--- src/design/psw_pkg.sv ---
// Package for the priority schedule wait-time block.
// Holds field widths and the command and status structs shared by the
// controller and the datapath. Depends on nothing.
package psw_pkg;

    localparam int PRIO_W  = 16;
    localparam int BURST_W = 16;
    localparam int NUM_W   = 7;
    localparam int WAIT_W  = 22;
    localparam int TOTAL_W = 28;

    typedef struct packed {
        logic load;
        logic drop;
        logic probe;
        logic shift;
        logic put;
        logic emit_start;
        logic emit_read;
        logic emit_fill;
        logic emit_next;
        logic finish;
    } psw_cmd_t;

    typedef struct packed {
        logic full;
        logic pos_zero;
        logic pos_one;
        logic greater;
        logic last_item;
        logic emit_last;
    } psw_status_t;

endpackage

--- src/design/psw_job_if.sv ---
// Input channel carrying one job per item with a valid/ready handshake.
// Depends on psw_pkg for the field widths.
interface psw_job_if;
    logic                       valid;
    logic                       ready;
    logic [psw_pkg::PRIO_W-1:0]  job_priority;
    logic [psw_pkg::BURST_W-1:0] burst_time;
    logic                       last_job;

    modport source (output valid, output job_priority, output burst_time,
                    output last_job, input ready);
    modport sink   (input valid, input job_priority, input burst_time,
                    input last_job, output ready);
endinterface

--- src/design/psw_result_if.sv ---
// Output channel carrying one served job per item with a valid/ready handshake.
// Depends on psw_pkg for the field widths.
interface psw_result_if;
    logic                       valid;
    logic                       ready;
    logic [psw_pkg::NUM_W-1:0]   job_number;
    logic [psw_pkg::PRIO_W-1:0]  out_priority;
    logic [psw_pkg::BURST_W-1:0] out_burst;
    logic [psw_pkg::WAIT_W-1:0]  wait_time;
    logic [psw_pkg::WAIT_W-1:0]  turnaround_time;
    logic [psw_pkg::TOTAL_W-1:0] total_wait;
    logic [psw_pkg::TOTAL_W-1:0] total_turnaround;
    logic                       overflow_flag;
    logic                       last_result;

    modport source (output valid, output job_number, output out_priority,
                    output out_burst, output wait_time, output turnaround_time,
                    output total_wait, output total_turnaround,
                    output overflow_flag, output last_result, input ready);
    modport sink   (input valid, input job_number, input out_priority,
                    input out_burst, input wait_time, input turnaround_time,
                    input total_wait, input total_turnaround,
                    input overflow_flag, input last_result, output ready);
endinterface

--- src/design/priority_schedule_wait_times_core.sv ---
// Top level of the non-preemptive priority scheduler wait-time block.
// Joins psw_ctrl and psw_datapath; depends on psw_pkg, psw_job_if, psw_result_if.
//
// Usage: jobs arrive on the job channel, one item per job, carrying a
// priority and a burst time. Each job is inserted into a sorted store by
// walking it from the top and moving larger priorities up one place per
// cycle, through the single read and single write port of the job store.
// Ties keep arrival order. Jobs beyond MAX_JOBS are dropped and flagged.
// On the item marked last, the set is emitted on the result channel in
// service order, one item per stored job, each built by a store read, an
// accumulate and a send once the receiver is ready. The final item carries
// the totals and the last_result mark; the set is then cleared. While
// results are being sent no job is accepted. If the receiver stalls, the
// current result is held unchanged until it is taken.
// Reset clears the job count and the dropped mark and returns to accepting
// jobs; the store contents are not cleared and need no clearing pass.
module priority_schedule_wait_times_core
#(
    parameter int MAX_JOBS  = 64,
    parameter int TIME_BITS = 16
)
(
    input  logic         clk,
    input  logic         rst_n,
    psw_job_if.sink      job,
    psw_result_if.source result
);

    psw_pkg::psw_cmd_t    cmd;
    psw_pkg::psw_status_t status;

    psw_ctrl u_ctrl
    (
        .clk       (clk),
        .rst_n     (rst_n),
        .in_valid  (job.valid),
        .out_ready (result.ready),
        .status    (status),
        .in_ready  (job.ready),
        .out_valid (result.valid),
        .cmd       (cmd)
    );

    psw_datapath
    #(
        .MAX_JOBS  (MAX_JOBS),
        .TIME_BITS (TIME_BITS)
    )
    u_datapath
    (
        .clk              (clk),
        .rst_n            (rst_n),
        .cmd              (cmd),
        .status           (status),
        .job_priority     (job.job_priority),
        .burst_time       (job.burst_time),
        .last_job         (job.last_job),
        .job_number       (result.job_number),
        .out_priority     (result.out_priority),
        .out_burst        (result.out_burst),
        .wait_time        (result.wait_time),
        .turnaround_time  (result.turnaround_time),
        .total_wait       (result.total_wait),
        .total_turnaround (result.total_turnaround),
        .overflow_flag    (result.overflow_flag),
        .last_result      (result.last_result)
    );

endmodule

--- src/design/psw_ctrl.sv ---
// Controller state machine for the priority schedule wait-time block.
// Sequences insertion and emission; depends on psw_pkg for commands and status.
module psw_ctrl
(
    input  logic                 clk,
    input  logic                 rst_n,
    input  logic                 in_valid,
    input  logic                 out_ready,
    input  psw_pkg::psw_status_t status,
    output logic                 in_ready,
    output logic                 out_valid,
    output psw_pkg::psw_cmd_t    cmd
);

    typedef enum logic [2:0] {
        S_IDLE,
        S_CHECK,
        S_CMP,
        S_PUT,
        S_EMIT_RD,
        S_EMIT_FILL,
        S_SEND
    } state_t;

    state_t state_reg;
    state_t state_next;
    logic   in_ready_reg;
    logic   out_valid_reg;

    always_comb
    begin
        cmd        = '0;
        state_next = state_reg;
        unique case (state_reg)
            S_IDLE:
            begin
                if (in_valid && in_ready_reg)
                begin
                    cmd.load   = 1'b1;
                    state_next = S_CHECK;
                end
            end
            S_CHECK:
            begin
                if (status.full)
                begin
                    cmd.drop = 1'b1;
                    cmd.emit_start = status.last_item;
                    state_next = status.last_item ? S_EMIT_RD : S_IDLE;
                end
                else if (status.pos_zero)
                begin
                    cmd.put = 1'b1;
                    cmd.emit_start = status.last_item;
                    state_next = status.last_item ? S_EMIT_RD : S_IDLE;
                end
                else
                begin
                    cmd.probe  = 1'b1;
                    state_next = S_CMP;
                end
            end
            S_CMP:
            begin
                if (status.greater)
                begin
                    cmd.shift  = 1'b1;
                    state_next = status.pos_one ? S_PUT : S_CMP;
                end
                else
                begin
                    cmd.put = 1'b1;
                    cmd.emit_start = status.last_item;
                    state_next = status.last_item ? S_EMIT_RD : S_IDLE;
                end
            end
            S_PUT:
            begin
                cmd.put = 1'b1;
                cmd.emit_start = status.last_item;
                state_next = status.last_item ? S_EMIT_RD : S_IDLE;
            end
            S_EMIT_RD:
            begin
                cmd.emit_read = 1'b1;
                state_next    = S_EMIT_FILL;
            end
            S_EMIT_FILL:
            begin
                cmd.emit_fill = 1'b1;
                state_next    = S_SEND;
            end
            S_SEND:
            begin
                if (out_ready)
                begin
                    if (status.emit_last)
                    begin
                        cmd.finish = 1'b1;
                        state_next = S_IDLE;
                    end
                    else
                    begin
                        cmd.emit_next = 1'b1;
                        state_next    = S_EMIT_RD;
                    end
                end
            end
            default:
            begin
                state_next = S_IDLE;
            end
        endcase
    end

    always_ff @(posedge clk or negedge rst_n)
    begin
        if (!rst_n)
        begin
            state_reg     <= S_IDLE;
            in_ready_reg  <= 1'b1;
            out_valid_reg <= 1'b0;
        end
        else
        begin
            state_reg     <= state_next;
            in_ready_reg  <= (state_next == S_IDLE);
            out_valid_reg <= (state_next == S_SEND);
        end
    end

    assign in_ready  = in_ready_reg;
    assign out_valid = out_valid_reg;

endmodule

--- src/design/psw_datapath.sv ---
// Datapath for the priority schedule wait-time block: the sorted job stores,
// the insertion pointer, the time accumulators and the result register.
// Depends on psw_pkg; driven by commands from psw_ctrl.
module psw_datapath
#(
    parameter int MAX_JOBS  = 64,
    parameter int TIME_BITS = 16
)
(
    input  logic                         clk,
    input  logic                         rst_n,
    input  psw_pkg::psw_cmd_t            cmd,
    output psw_pkg::psw_status_t         status,
    input  logic [psw_pkg::PRIO_W-1:0]   job_priority,
    input  logic [psw_pkg::BURST_W-1:0]  burst_time,
    input  logic                         last_job,
    output logic [psw_pkg::NUM_W-1:0]    job_number,
    output logic [psw_pkg::PRIO_W-1:0]   out_priority,
    output logic [psw_pkg::BURST_W-1:0]  out_burst,
    output logic [psw_pkg::WAIT_W-1:0]   wait_time,
    output logic [psw_pkg::WAIT_W-1:0]   turnaround_time,
    output logic [psw_pkg::TOTAL_W-1:0]  total_wait,
    output logic [psw_pkg::TOTAL_W-1:0]  total_turnaround,
    output logic                         overflow_flag,
    output logic                         last_result
);

    localparam int SW = (TIME_BITS < psw_pkg::PRIO_W) ? TIME_BITS : psw_pkg::PRIO_W;
    localparam int AW = (MAX_JOBS > 1) ? $clog2(MAX_JOBS) : 1;
    localparam int CW = $clog2(MAX_JOBS + 1);
    localparam int TW = psw_pkg::TOTAL_W;

    logic [SW-1:0] prio_mem  [MAX_JOBS];
    logic [SW-1:0] burst_mem [MAX_JOBS];
    logic [CW-1:0] num_mem   [MAX_JOBS];

    logic [SW-1:0] rd_prio_reg;
    logic [SW-1:0] rd_burst_reg;
    logic [CW-1:0] rd_num_reg;

    logic [SW-1:0] new_prio_reg;
    logic [SW-1:0] new_burst_reg;
    logic          new_last_reg;
    logic [AW-1:0] pos_reg;
    logic [AW-1:0] k_reg;
    logic [CW-1:0] count_reg;
    logic          dropped_reg;

    logic [TW-1:0] acc_reg;
    logic [TW-1:0] tot_wait_reg;
    logic [TW-1:0] tot_turn_reg;

    logic [psw_pkg::NUM_W-1:0]   job_number_reg;
    logic [psw_pkg::PRIO_W-1:0]  out_priority_reg;
    logic [psw_pkg::BURST_W-1:0] out_burst_reg;
    logic [psw_pkg::WAIT_W-1:0]  wait_time_reg;
    logic [psw_pkg::WAIT_W-1:0]  turnaround_time_reg;
    logic [psw_pkg::TOTAL_W-1:0] total_wait_reg;
    logic [psw_pkg::TOTAL_W-1:0] total_turnaround_reg;
    logic                        overflow_flag_reg;
    logic                        last_result_reg;

    logic          wr_en;
    logic [SW-1:0] wr_prio;
    logic [SW-1:0] wr_burst;
    logic [CW-1:0] wr_num;
    logic          rd_en;
    logic [AW-1:0] rd_addr;
    logic [TW-1:0] turn;
    logic          is_last;

    assign wr_en    = cmd.shift || cmd.put;
    assign wr_prio  = cmd.shift ? rd_prio_reg  : new_prio_reg;
    assign wr_burst = cmd.shift ? rd_burst_reg : new_burst_reg;
    assign wr_num   = cmd.shift ? rd_num_reg   : count_reg + CW'(1);

    assign rd_en = cmd.probe || (cmd.shift && !status.pos_one) || cmd.emit_read;

    always_comb
    begin
        priority if (cmd.emit_read)
        begin
            rd_addr = k_reg;
        end
        else if (cmd.probe)
        begin
            rd_addr = pos_reg - AW'(1);
        end
        else
        begin
            rd_addr = pos_reg - AW'(2);
        end
    end

    always_ff @(posedge clk)
    begin
        if (wr_en)
        begin
            prio_mem[pos_reg]  <= wr_prio;
            burst_mem[pos_reg] <= wr_burst;
            num_mem[pos_reg]   <= wr_num;
        end
        if (rd_en)
        begin
            rd_prio_reg  <= prio_mem[rd_addr];
            rd_burst_reg <= burst_mem[rd_addr];
            rd_num_reg   <= num_mem[rd_addr];
        end
    end

    assign turn    = acc_reg + TW'(rd_burst_reg);
    assign is_last = (CW'(k_reg) == count_reg - CW'(1));

    assign status.full      = (count_reg == CW'(MAX_JOBS));
    assign status.pos_zero  = (pos_reg == '0);
    assign status.pos_one   = (pos_reg == AW'(1));
    assign status.greater   = (rd_prio_reg > new_prio_reg);
    assign status.last_item = new_last_reg;
    assign status.emit_last = is_last;

    always_ff @(posedge clk or negedge rst_n)
    begin
        if (!rst_n)
        begin
            count_reg   <= '0;
            dropped_reg <= 1'b0;
        end
        else
        begin
            if (cmd.finish)
            begin
                count_reg   <= '0;
                dropped_reg <= 1'b0;
            end
            else
            begin
                if (cmd.put)
                begin
                    count_reg <= count_reg + CW'(1);
                end
                if (cmd.drop)
                begin
                    dropped_reg <= 1'b1;
                end
            end
        end
    end

    always_ff @(posedge clk)
    begin
        if (cmd.load)
        begin
            new_prio_reg  <= job_priority[SW-1:0];
            new_burst_reg <= burst_time[SW-1:0];
            new_last_reg  <= last_job;
            pos_reg       <= count_reg[AW-1:0];
        end
        else if (cmd.shift)
        begin
            pos_reg <= pos_reg - AW'(1);
        end

        if (cmd.emit_start)
        begin
            k_reg        <= '0;
            acc_reg      <= '0;
            tot_wait_reg <= '0;
            tot_turn_reg <= '0;
        end
        else if (cmd.emit_next)
        begin
            k_reg <= k_reg + AW'(1);
        end
        else if (cmd.emit_fill)
        begin
            acc_reg      <= turn;
            tot_wait_reg <= tot_wait_reg + acc_reg;
            tot_turn_reg <= tot_turn_reg + turn;
        end

        if (cmd.emit_fill)
        begin
            job_number_reg       <= psw_pkg::NUM_W'(rd_num_reg);
            out_priority_reg     <= psw_pkg::PRIO_W'(rd_prio_reg);
            out_burst_reg        <= psw_pkg::BURST_W'(rd_burst_reg);
            wait_time_reg        <= acc_reg[psw_pkg::WAIT_W-1:0];
            turnaround_time_reg  <= turn[psw_pkg::WAIT_W-1:0];
            total_wait_reg       <= is_last ? tot_wait_reg + acc_reg : '0;
            total_turnaround_reg <= is_last ? tot_turn_reg + turn : '0;
            overflow_flag_reg    <= dropped_reg;
            last_result_reg      <= is_last;
        end
    end

    assign job_number       = job_number_reg;
    assign out_priority     = out_priority_reg;
    assign out_burst        = out_burst_reg;
    assign wait_time        = wait_time_reg;
    assign turnaround_time  = turnaround_time_reg;
    assign total_wait       = total_wait_reg;
    assign total_turnaround = total_turnaround_reg;
    assign overflow_flag    = overflow_flag_reg;
    assign last_result      = last_result_reg;

endmodule

--- src/flat_wrapper.sv ---
// flat-port wrapper written by rule: the top's interface ports become plain ports
module priority_schedule_wait_times_core_flat 
#(
    parameter int MAX_JOBS  = 64,
    parameter int TIME_BITS = 16
)
  (clk, rst_n, job_valid, job_job_priority, job_burst_time, job_last_job, job_ready, result_valid, result_job_number, result_out_priority, result_out_burst, result_wait_time, result_turnaround_time, result_total_wait, result_total_turnaround, result_overflow_flag, result_last_result, result_ready);
  psw_job_if job_i ();
  psw_result_if result_i ();
  input  logic clk;
  input  logic rst_n;
  input wire logic [$bits(job_i.valid)-1:0] job_valid;
  input wire logic [$bits(job_i.job_priority)-1:0] job_job_priority;
  input wire logic [$bits(job_i.burst_time)-1:0] job_burst_time;
  input wire logic [$bits(job_i.last_job)-1:0] job_last_job;
  output wire logic [$bits(job_i.ready)-1:0] job_ready;
  output wire logic [$bits(result_i.valid)-1:0] result_valid;
  output wire logic [$bits(result_i.job_number)-1:0] result_job_number;
  output wire logic [$bits(result_i.out_priority)-1:0] result_out_priority;
  output wire logic [$bits(result_i.out_burst)-1:0] result_out_burst;
  output wire logic [$bits(result_i.wait_time)-1:0] result_wait_time;
  output wire logic [$bits(result_i.turnaround_time)-1:0] result_turnaround_time;
  output wire logic [$bits(result_i.total_wait)-1:0] result_total_wait;
  output wire logic [$bits(result_i.total_turnaround)-1:0] result_total_turnaround;
  output wire logic [$bits(result_i.overflow_flag)-1:0] result_overflow_flag;
  output wire logic [$bits(result_i.last_result)-1:0] result_last_result;
  input wire logic [$bits(result_i.ready)-1:0] result_ready;
  assign job_i.valid = job_valid;
  assign job_i.job_priority = job_job_priority;
  assign job_i.burst_time = job_burst_time;
  assign job_i.last_job = job_last_job;
  assign job_ready = job_i.ready;
  assign result_valid = result_i.valid;
  assign result_job_number = result_i.job_number;
  assign result_out_priority = result_i.out_priority;
  assign result_out_burst = result_i.out_burst;
  assign result_wait_time = result_i.wait_time;
  assign result_turnaround_time = result_i.turnaround_time;
  assign result_total_wait = result_i.total_wait;
  assign result_total_turnaround = result_i.total_turnaround;
  assign result_overflow_flag = result_i.overflow_flag;
  assign result_last_result = result_i.last_result;
  assign result_i.ready = result_ready;
  priority_schedule_wait_times_core #(.MAX_JOBS(MAX_JOBS), .TIME_BITS(TIME_BITS)) u_core (.clk(clk), .rst_n(rst_n), .job(job_i), .result(result_i));
endmodule
--- config.mk ---
export PLATFORM = sky130hd
export DESIGN_NAME = priority_schedule_wait_times_core_flat
export DESIGN_NICKNAME = d
export VERILOG_FILES = /design/src/design/psw_pkg.sv /design/src/design/psw_job_if.sv /design/src/design/psw_result_if.sv /design/src/design/priority_schedule_wait_times_core.sv /design/src/design/psw_ctrl.sv /design/src/design/psw_datapath.sv /design/src/flat_wrapper.sv
export SDC_FILE = /design/constraint.sdc
export NUM_CORES = 2
export LEC_CHECK = 0
export ABC_AREA = 0
export BUFFER_PORTS_ARGS = -buffer_cell sky130_fd_sc_hd__buf_2
export CELL_PAD_IN_SITES_DETAIL_PLACEMENT = 1
export CELL_PAD_IN_SITES_GLOBAL_PLACEMENT = 1
export CORE_ASPECT_RATIO = 1.5
export CORE_MARGIN = 2
export CORE_UTILIZATION = 30
export CTS_BUF_LIST = sky130_fd_sc_hd__clkbuf_8
export CTS_CLUSTER_SIZE = 14
export DETAILED_ROUTE_END_ITERATION = 6
export PLACE_DENSITY = 0.51
export SETUP_SLACK_MARGIN = 0.3
export SLEW_MARGIN = 30
export SYNTH_ARGS = -nofsm -noshare
export SYNTH_HDL_FRONTEND = slang
export SYNTH_SLANG_ARGS = --single-unit
export TNS_END_PERCENT = 50
--- constraint.sdc ---
create_clock -name clk -period 15.7 [get_ports clk]
set_clock_uncertainty 0.1 [all_clocks]
set_input_delay 0.785 -clock clk [delete_from_list [all_inputs] [get_ports clk]]
set_output_delay 0.785 -clock clk [all_outputs]
set_load 0.02 [all_outputs]
==> results.sh <==
export IMPL_syn_area_per_cell_um2=15.4
export IMPL_path_clk_slew_ps=60
export IMPL_largestRegisters="u_core.u_datapath.burst_mem x1024, u_core.u_datapath.prio_mem x1024, u_core.u_datapath.num_mem x448"
export IMPL_port_buffers=179
export IMPL_rows=277
export IMPL_drt_total_wl_um=395000
export IMPL_dieArea_um2=386000
export IMPL_synth_fa_ha_area_share_pct=1.12
export IMPL_status="finished, final reports clean"
export IMPL_cts_setup_buffers=0
export IMPL_initial_core_util_pct=30.1
export IMPL_synthMuxAreaShare_pct=8.63
export IMPL_synth_compound_area_share_pct=7.57
export IMPL_hold_path_class="primary input to async pin"
export IMPL_cts_buffer_depth=4
export IMPL_ant_nets=0
export IMPL_synth_seq_area_share_pct=73.3
export IMPL_met1_usage_pct=22.7
export IMPL_leakagePower_nw=45.0
export IMPL_drtPass1Iterations=5
export IMPL_place_gp_congestion=0.809
export IMPL_syn_inst=7423
export IMPL_antenna_found_initial=26
export IMPL_max_cap_violations=0
export IMPL_timing_setup_tns_ps=0
export IMPL_drive_gt1_share_pct=13.6
export IMPL_cts_buffers=434
export IMPL_drtIter0Drc=4915
export IMPL_dp_cells=12400
export IMPL_ys_ff_latch=2818
export IMPL_ios=180
export IMPL_grt_max_degree=171
export IMPL_ir_drop_mv=0.239
export IMPL_path_class="flip-flop to flip-flop"
export IMPL_overflow=0
export IMPL_ys_warn_count=0
export IMPL_routedWlPerCell_um=29.8
export IMPL_via_per_inst=5.17
export IMPL_synth_simple_gate_area_share_pct=6.55
export IMPL_max_slew_worst_pin_slew_ps=1190
export IMPL_synthesis_area_um2=114000
export IMPL_end_kind="flip-flop"
export IMPL_dp_hpwl_um=220000
export IMPL_synth_nets=7560
export IMPL_clkSinkCount=2818
export IMPL_areaGrowthSynthToFinish_pct=14.6
export IMPL_grtUsageMet2_pct=37.1
export IMPL_finalSetupViolCount=0
export IMPL_htree_num_levels=5
export IMPL_clk_latency_ps=1090
export IMPL_die_w_um=508
export IMPL_grt_busiest_layer="met2"
export IMPL_worstSetupStartpointType="flip-flop"
export IMPL_grt_pass1_vias=72200
export IMPL_synth_ff_type="edfxtp_1"
export IMPL_synth_edf_count=2715
export IMPL_p_total_mw=26.1
export IMPL_die_h_um=760
export IMPL_fin_crit_ps=6800
export IMPL_async_flop_share_pct=0.461
export IMPL_yosysUniqueCellTypes=77
export IMPL_nets=7965
export IMPL_grt_pass1_wl_um=551000
export IMPL_synth_top_family_by_area="multiplexers"
export IMPL_holdWs_ps=120
export IMPL_cts_tree="built"
export IMPL_place_ws_ps=8670
export IMPL_synthXorXnorAreaFrac_pct=0.805
export IMPL_grt_usage_pct=19.9
export IMPL_cts_repair_resized=0
export IMPL_cp_arrival_ps=7650
export IMPL_min_period_over_period_pct=43.3
export IMPL_ff2ff_path_depth=15
export IMPL_fmax_mhz=147
export IMPL_path_max_fanout=52
export IMPL_coreArea_um2=379000
export IMPL_powerDensity_nw_per_um2=200
export IMPL_cts_root_buf="clkbuf_8"
export IMPL_fin_cells=13300
export IMPL_gr_usage_met3_pct=2.46
export IMPL_finalMaxSlewViolations=0
export IMPL_finalWorstSetupSlack_ps=8900
export IMPL_finalHoldViolations=0
export IMPL_relSlewSlack_pct=20.3
export IMPL_num_vias=68600
export IMPL_drc=0
export IMPL_rsz0062_at_grt="no"
export IMPL_worstPathRequired_ps=16550
==> cell usage after synthesis, drive strengths merged (97+ instances only) <==
master	number	area share (%)
a31oi	244	1.3
mux2i	946	8.3
a211oi	328	2.2
and3	352	1.9
buf	181	0.92
a21oi	188	0.82
clkbuf	304	1.0
nor2	237	0.79
o22ai	165	0.90
edfxtp	2715	71
ha	97	1.1
nand2	772	2.5
o21ai	99	0.43
==> per-stage QoR <==
stage	cell area [um2]	util, %
3_3_place_gp	122000	32.1
4_1_cts	131000	34.4
6_report	131000	34.5
5_1_grt	131000	34.5
3_5_place_dp	122000	32.3
2_1_floorplan	114000	-
==> where the power goes <==
part	leakage [nW]	internal, mW	switching, mW	total, mW
sequential	25.5	9.11	0.312	9.42
combinational	15.0	3.43	7.45	10.9
clock	4.50	2.84	2.96	5.80
total	45.0	15.4	10.7	26.1
==> cell families (layout without fill, tap and decap cells) <==
kind of cell | after synthesis | count (layout)
AOI/OAI and AO/OA | 1287 | 1287
buffers and inverters | 525 | 1249
DFF | 2818 | 2818
and+or+nand+nor | 1608 | 1608
xor gates and xnor gates | 105 | 105
adders and majority gates | 100 | 100
other | 0 | 96
muxes | 980 | 980
==> final cells by class <==
type | instances | area (um2)
fill | 39300 | 248000
sequential | 2818 | 83700
multi-input combinational | 4080 | 29100
tap | 5022 | 6280
clock buffer | 455 | 6260
timing repair buffer | 454 | 3560
clock inverter | 300 | 1550
antenna | 96 | 240
inverter | 40 | 158
==> per-layer routing <==
| layer | part of all wire, % | routed length, um | up-vias |
|---|---|---|---|
| li1 | - | - | 29900 |
| met1 | 39 | 153000 | 36400 |
| met2 | 53 | 211000 | 1619 |
| met3 | 3.7 | 14800 | 631 |
| met4 | 4.1 | 16300 | 2 |
| met5 | 0.0033 | 13 | - |
==> critical path, cell delays in order, from the launching register on <==
cell	delay, ps
edfxtp_1	660
clkinv_1	380
ha_1	350
nor3b_1	200
a32o_2	310
o31ai_2	310
xor2_1	180
o21ai_4	310
buf_4	740
buf_4	750
buf_4	870
mux2i_1	190
mux2i_1	210
o22ai_1	130
nor4_1	650
and3_1	250
==> layout by cell type (no fill, tap or decap), types with 79 or more instances in the layout <==
cell type	n
a211oi_1	328
a21oi_1	182
a311oi_1	79
a31oi_1	243
and3_1	352
buf_2	179
buf_4	189
clkbuf_8	455
clkinv_1	103
dfxtp_1	90
diode_2	96
edfxtp_1	2715
ha_1	97
inv_1	183
mux2i_1	945
nand2_1	764
nand3_1	81
nor2_1	168
o22ai_1	165
==> worst paths after layout <==
kind	start	to	slack, ps
max	u_core.u_datapath.pos_reg[0]	u_core.u_datapath.rd_prio_reg[11]	8900
min	rst_n	u_core.u_ctrl.out_valid	120
max reg2reg	u_core.u_datapath.pos_reg[0]	u_core.u_datapath.rd_prio_reg[11]	8900
min reg2reg	u_core.u_datapath.tot_turn_reg[14]	u_core.u_datapath.tot_turn_reg[14]	360
max in group asynchronous	rst_n	u_core.u_ctrl.in_ready	15060
min in group clk	job_valid	u_core.u_datapath.new_burst_reg[7]	170
==> timing repair <==
item,CTS,global route
hold buffers,35,0
hold endpoints to repair,48,0
endpoints found under the setup margin,0,0
Note: power is estimated with default switching activity, not from simulation.
